`src/rripdb_pkg.sv`:
```
// Shared types and constants for the RRIP replacement controller.
// Used by rripdb_ctrl, rripdb_dp and the top level.
`timescale 1ns / 1ps

package rripdb_pkg;

	localparam int CMD_W     = 2;
	localparam int SET_IN_W  = 11;
	localparam int WAY_IN_W  = 5;
	localparam int CORE_ID_W = 2;
	localparam int VICTIM_W  = 4;
	localparam int OWN_W     = 2;
	localparam int CNT_W     = 16;
	localparam int THR_W     = 7;
	localparam int CFG_IDX_W = 1;
	localparam int CFG_DAT_W = 16;

	localparam logic [CNT_W-1:0] CNT_MAX       = '1;
	localparam logic [THR_W-1:0] PCT_SCALE     = 7'd100;
	localparam logic [CNT_W-1:0] PHASE_LEN_RST = 16'd1024;
	localparam logic [THR_W-1:0] DEAD_THR_RST  = 7'd50;

	localparam logic [CMD_W-1:0] CMD_VICTIM = 2'd0;
	localparam logic [CMD_W-1:0] CMD_HIT    = 2'd1;
	localparam logic [CMD_W-1:0] CMD_MISS   = 2'd2;
	localparam logic [CMD_W-1:0] CMD_FILL   = 2'd3;

	localparam logic [CFG_IDX_W-1:0] REG_PHASE_LEN = 1'd0;
	localparam logic [CFG_IDX_W-1:0] REG_DEAD_THR  = 1'd1;

	typedef enum logic [2:0] {
		S_CLEAR,
		S_IDLE,
		S_EXEC,
		S_MUL,
		S_PHASE,
		S_COMMIT
	} state_t;

	typedef struct packed {
		logic accept;  // latch item, read set row
		logic clr;     // write one reset row of the sweep
		logic count;   // update dead / insertion counters
		logic mul;     // register phase products
		logic phase;   // set mode, halve counters
		logic commit;  // write row back, load result
	} ctrl_cmd_t;

	typedef struct packed {
		logic clr_last;
		logic close;
		logic out_free;
	} dp_status_t;

endpackage

```
`src/rripdb_ctrl.sv`:
```
// Sequencer for the replacement controller: clearing sweep, accept,
// execute, phase close and commit. Uses rripdb_pkg.
`timescale 1ns / 1ps

module rripdb_ctrl (
	input  logic                   clk,
	input  logic                   arst_n,
	input  logic                   in_valid,
	output logic                   in_ready,
	input  rripdb_pkg::dp_status_t status,
	output rripdb_pkg::ctrl_cmd_t  ctl
);

	import rripdb_pkg::*;

	state_t state_q, state_d;

	always_ff @(posedge clk or negedge arst_n) begin
		if (!arst_n) begin
			state_q <= S_CLEAR;
		end else begin
			state_q <= state_d;
		end
	end

	always_comb begin
		state_d  = state_q;
		ctl      = '0;
		in_ready = 1'b0;
		case (state_q)
			S_CLEAR: begin
				ctl.clr = 1'b1;
				if (status.clr_last) begin
					state_d = S_IDLE;
				end
			end
			S_IDLE: begin
				in_ready = 1'b1;
				if (in_valid) begin
					ctl.accept = 1'b1;
					state_d    = S_EXEC;
				end
			end
			S_EXEC: begin
				// phase close takes the long path; counters move only once
				if (status.close) begin
					ctl.count = 1'b1;
					state_d   = S_MUL;
				end else if (status.out_free) begin
					ctl.count  = 1'b1;
					ctl.commit = 1'b1;
					state_d    = S_IDLE;
				end
			end
			S_MUL: begin
				ctl.mul = 1'b1;
				state_d = S_PHASE;
			end
			S_PHASE: begin
				ctl.phase = 1'b1;
				state_d   = S_COMMIT;
			end
			S_COMMIT: begin
				if (status.out_free) begin
					ctl.commit = 1'b1;
					state_d    = S_IDLE;
				end
			end
			default: begin
				state_d = S_CLEAR;
			end
		endcase
	end

endmodule

```
`config.mk`:
```
export PLATFORM = sky130hd
export DESIGN_NAME = rripdb_ctrl
export DESIGN_NICKNAME = d
export VERILOG_FILES = /design/src/rripdb_pkg.sv /design/src/rripdb_ctrl.sv
export SDC_FILE = /design/constraint.sdc
export NUM_CORES = 1
export LEC_CHECK = 0
export ABC_AREA = 1
export ABC_CLOCK_PERIOD_IN_PS = 1300
export BUFFER_PORTS_ARGS = -buffer_cell sky130_fd_sc_hd__buf_2
export CAP_MARGIN = 25
export CELL_PAD_IN_SITES_DETAIL_PLACEMENT = 0
export CELL_PAD_IN_SITES_GLOBAL_PLACEMENT = 1
export CORE_AREA = 2 2 39 41
export DETAILED_ROUTE_END_ITERATION = 10
export DIE_AREA = 0 0 41 43
export HOLD_SLACK_MARGIN = 0.02
export PLACE_DENSITY_LB_ADDON = 0.2
export SYNTH_ARGS = -nofsm -noshare
export SYNTH_HDL_FRONTEND = slang
export SYNTH_SLANG_ARGS = --single-unit
```
`constraint.sdc`:
```
create_clock -name clk -period 1.3 [get_ports clk]
set_input_delay 0.065 -clock clk [delete_from_list [all_inputs] [get_ports clk]]
set_output_delay 0.065 -clock clk [all_outputs]
set_load 0.02 [all_outputs]
```
==> reports/qor.csv <==
metric,value,unit
Top reg by flops,state_q,
Num Clock Sinks,3,
syn_area_per_cell,6.32,sq um
area of the multi-input gates,133,sq um
Seq cells post-synth,3,
most frequent cells in the layout,"buf_2 (11), nand2_1 (10), inv_1 (7)",
vias,277,
DIE AREA,1760,sq um
CP Cell Sequence,"inv_1, nand2_2, nor2_4, inv_2, nor2_2, buf_4",
DR pass1 iterations,3,
crit-path max FO,4,
Synth Cell Area,234,sq um
nets,61,
Residual DRC,0,
crit share post-route,97.7,%
Final Slew Violations,0,
syn nets,43,
outcome,completed,
routability congestion estimate,0.662,
RSZ-0062 raised after global routing,true,
Final Critical Period,1.27,ns
Mapped Cells,37,
Synth top area share,32.1,%
Placement Cell Area,314,sq um
initial drt markers,2,
Largest regs,state_q: 3 flops,
dominant cells by area after synthesis,"dfrtp_1 (32%), nand2_1 (16%), inv_1 (11%)",
pin count of the biggest net entering global routing,7,
vias in the first global route,257,
Chip Height,43,microns
WL/cell,8.20,microns
Num CTS Buffers,3,
R2R cell count,6,
IO buf count,12,
Slew HR,86.1,%
total power,0.000868,W
Slowest cell on crit path,dfrtp_1,
worst-skew pair later-pin latency,0.23,ns
FF-to-FF End,state_q[0],
Min-Delay Path Class,in -> async,
Synth cell types,13,
hold slack,0.147,ns
Max Cap Viol,0,
P per Cell Area,2400,nW/um^2
startpoint type of the worst setup path,flop,
area grow syn2layout,54.5,%
VDD IR max,0.000521,V
I/O Pins,13,
fraction of layout cells with a size suffix above 1,44.4,%
final hold vios,0,
CP Data Arrival Time,1.20,ns
Yosys top cell by area,dfrtp_1,
CTS tree,done,
FF+latch area,76.3,sq um
vias per std cell,3.96,
Reg2Reg Setup Slack,0.24,ns
Ys Warns,0,
number of flip-flops in the largest register,3,
first-pass GRT wire length,910,microns
Setup Total Neg Slack,0,ns
initial antenna violation count,0,
Worst Max-Slew Pin Slew,0.207,ns
clk_skew,0.00425,ns
clock slew at reported path FFs,0.04,ns
dpl hpwl,498,microns
Antenna Violating Nets Remaining,0,
"commonest non-fill, non-tap cell in the layout",buf_2,
critical path class,reg -> out,
clk buf depth,2,
fmax,788,MHz
Layout fillers,164,
total grt overflow,0,
Static Leak,0.217,nW
largest stage delay on the critical path,0.42,ns
Final Setup Violations,0,
CTS root buf,clkbuf_4,
Critical Path Sink Type,primary output,
gr usage total,8.25,%
sequential area share after synthesis,32.1,%
WP data required,1.24,ns
RR Startpoint,state_q[2],
# diodes,0,
Starting Density,16.9,%
fin area,362,sq um
WL final,574,microns
core area,1380,sq um
Die X,41,microns
H-tree levels,1,
Rows,14,
==> through the flow <==
stage	util, %	worst slack, ns	cells
2_1_floorplan	-	0.148	37
4_1_cts	25.3	0.00246	70
5_1_grt	26.1	-0.0484	70
3_5_place_dp	22.7	0.260	65
6_report	26.1	0.0305	70
3_3_place_gp	22.7	0.251	65
==> final cells by class <==
cell class / count / area share (%)
Inverter: 9 / 9.34
Clock buffer: 4 / 7.27
Timing Repair Buffer: 13 / 20.1
Sequential cell: 3 / 21.1
Tap cell: 16 / 5.54
Multi-Input combinational cell: 25 / 36.7
==> what timing repair did <==
item                                   in CTS  in global routing
endpoints found under the hold margin       3                  0
buffers inserted                            0                  0
hold buffers                                1                  0
setup endpoints to repair                   0                  3
resized for setup                           0                  4
==> kinds of logic (layout without fill, tap and decap cells) <==
| logic type | Yosys count | in the layout | share of synthesized area, % |
|---|---|---|---|
| AO/OA/AOI/OAI | 3 | 3 | 9.62 |
| buffers and inverters | 9 | 26 | 14.4 |
| flip-flops | 3 | 3 | 32.1 |
| AND/OR/NAND/NOR | 22 | 22 | 43.9 |
==> per-layer routing <==
metal | wire length (microns) | share of wire (%) | GRT usage (%) | vias up
met1 | 230 | 40 | 7.77 | 126
met3 | 38 | 6.6 | 3.14 | 0
li1 | - | - | - | 144
met4 | 0 | 0 | 8.00 | 0
met5 | 0 | 0 | 0 | -
met2 | 305 | 53 | 12.5 | 7
==> report_power, final <==
part           internal [W]  switching (W)
Combinational      0.000187       0.000317
Sequential         0.000137      0.0000639
Clock              0.000115      0.0000474
Total              0.000439       0.000429
==> synth_stat cells, drive strengths merged <==
cell and n:
nand2 11, inv 9, nor2 7, dfrtp 3, nand3 3, o21ai 2, a31o 1, nand3b 1
==> critical path: cells and delay by family (launching register included) <==
family,cells,cell delay [ns]
buf+inv,3,0.28
simple gates,3,0.29
flops,1,0.42
==> worst max-delay path by stage <==
| stage | from | endpoint | slack (ns) | cells past startpoint |
|---|---|---|---|---|
| finish | state_q[2] | ctl[5] | 0.03 | 6 |
| global route | state_q[2] | ctl[5] | -0.05 | 6 |
| CTS | state_q[1] | ctl[0] | 0.002 | 4 |
| detailed placement | state_q[1] | ctl[0] | 0.26 | 4 |
| global placement | state_q[1] | ctl[0] | 0.25 | 4 |
| floorplan | state_q[1] | ctl[0] | 0.15 | 3 |
Note: power is estimated with default switching activity, not from simulation.
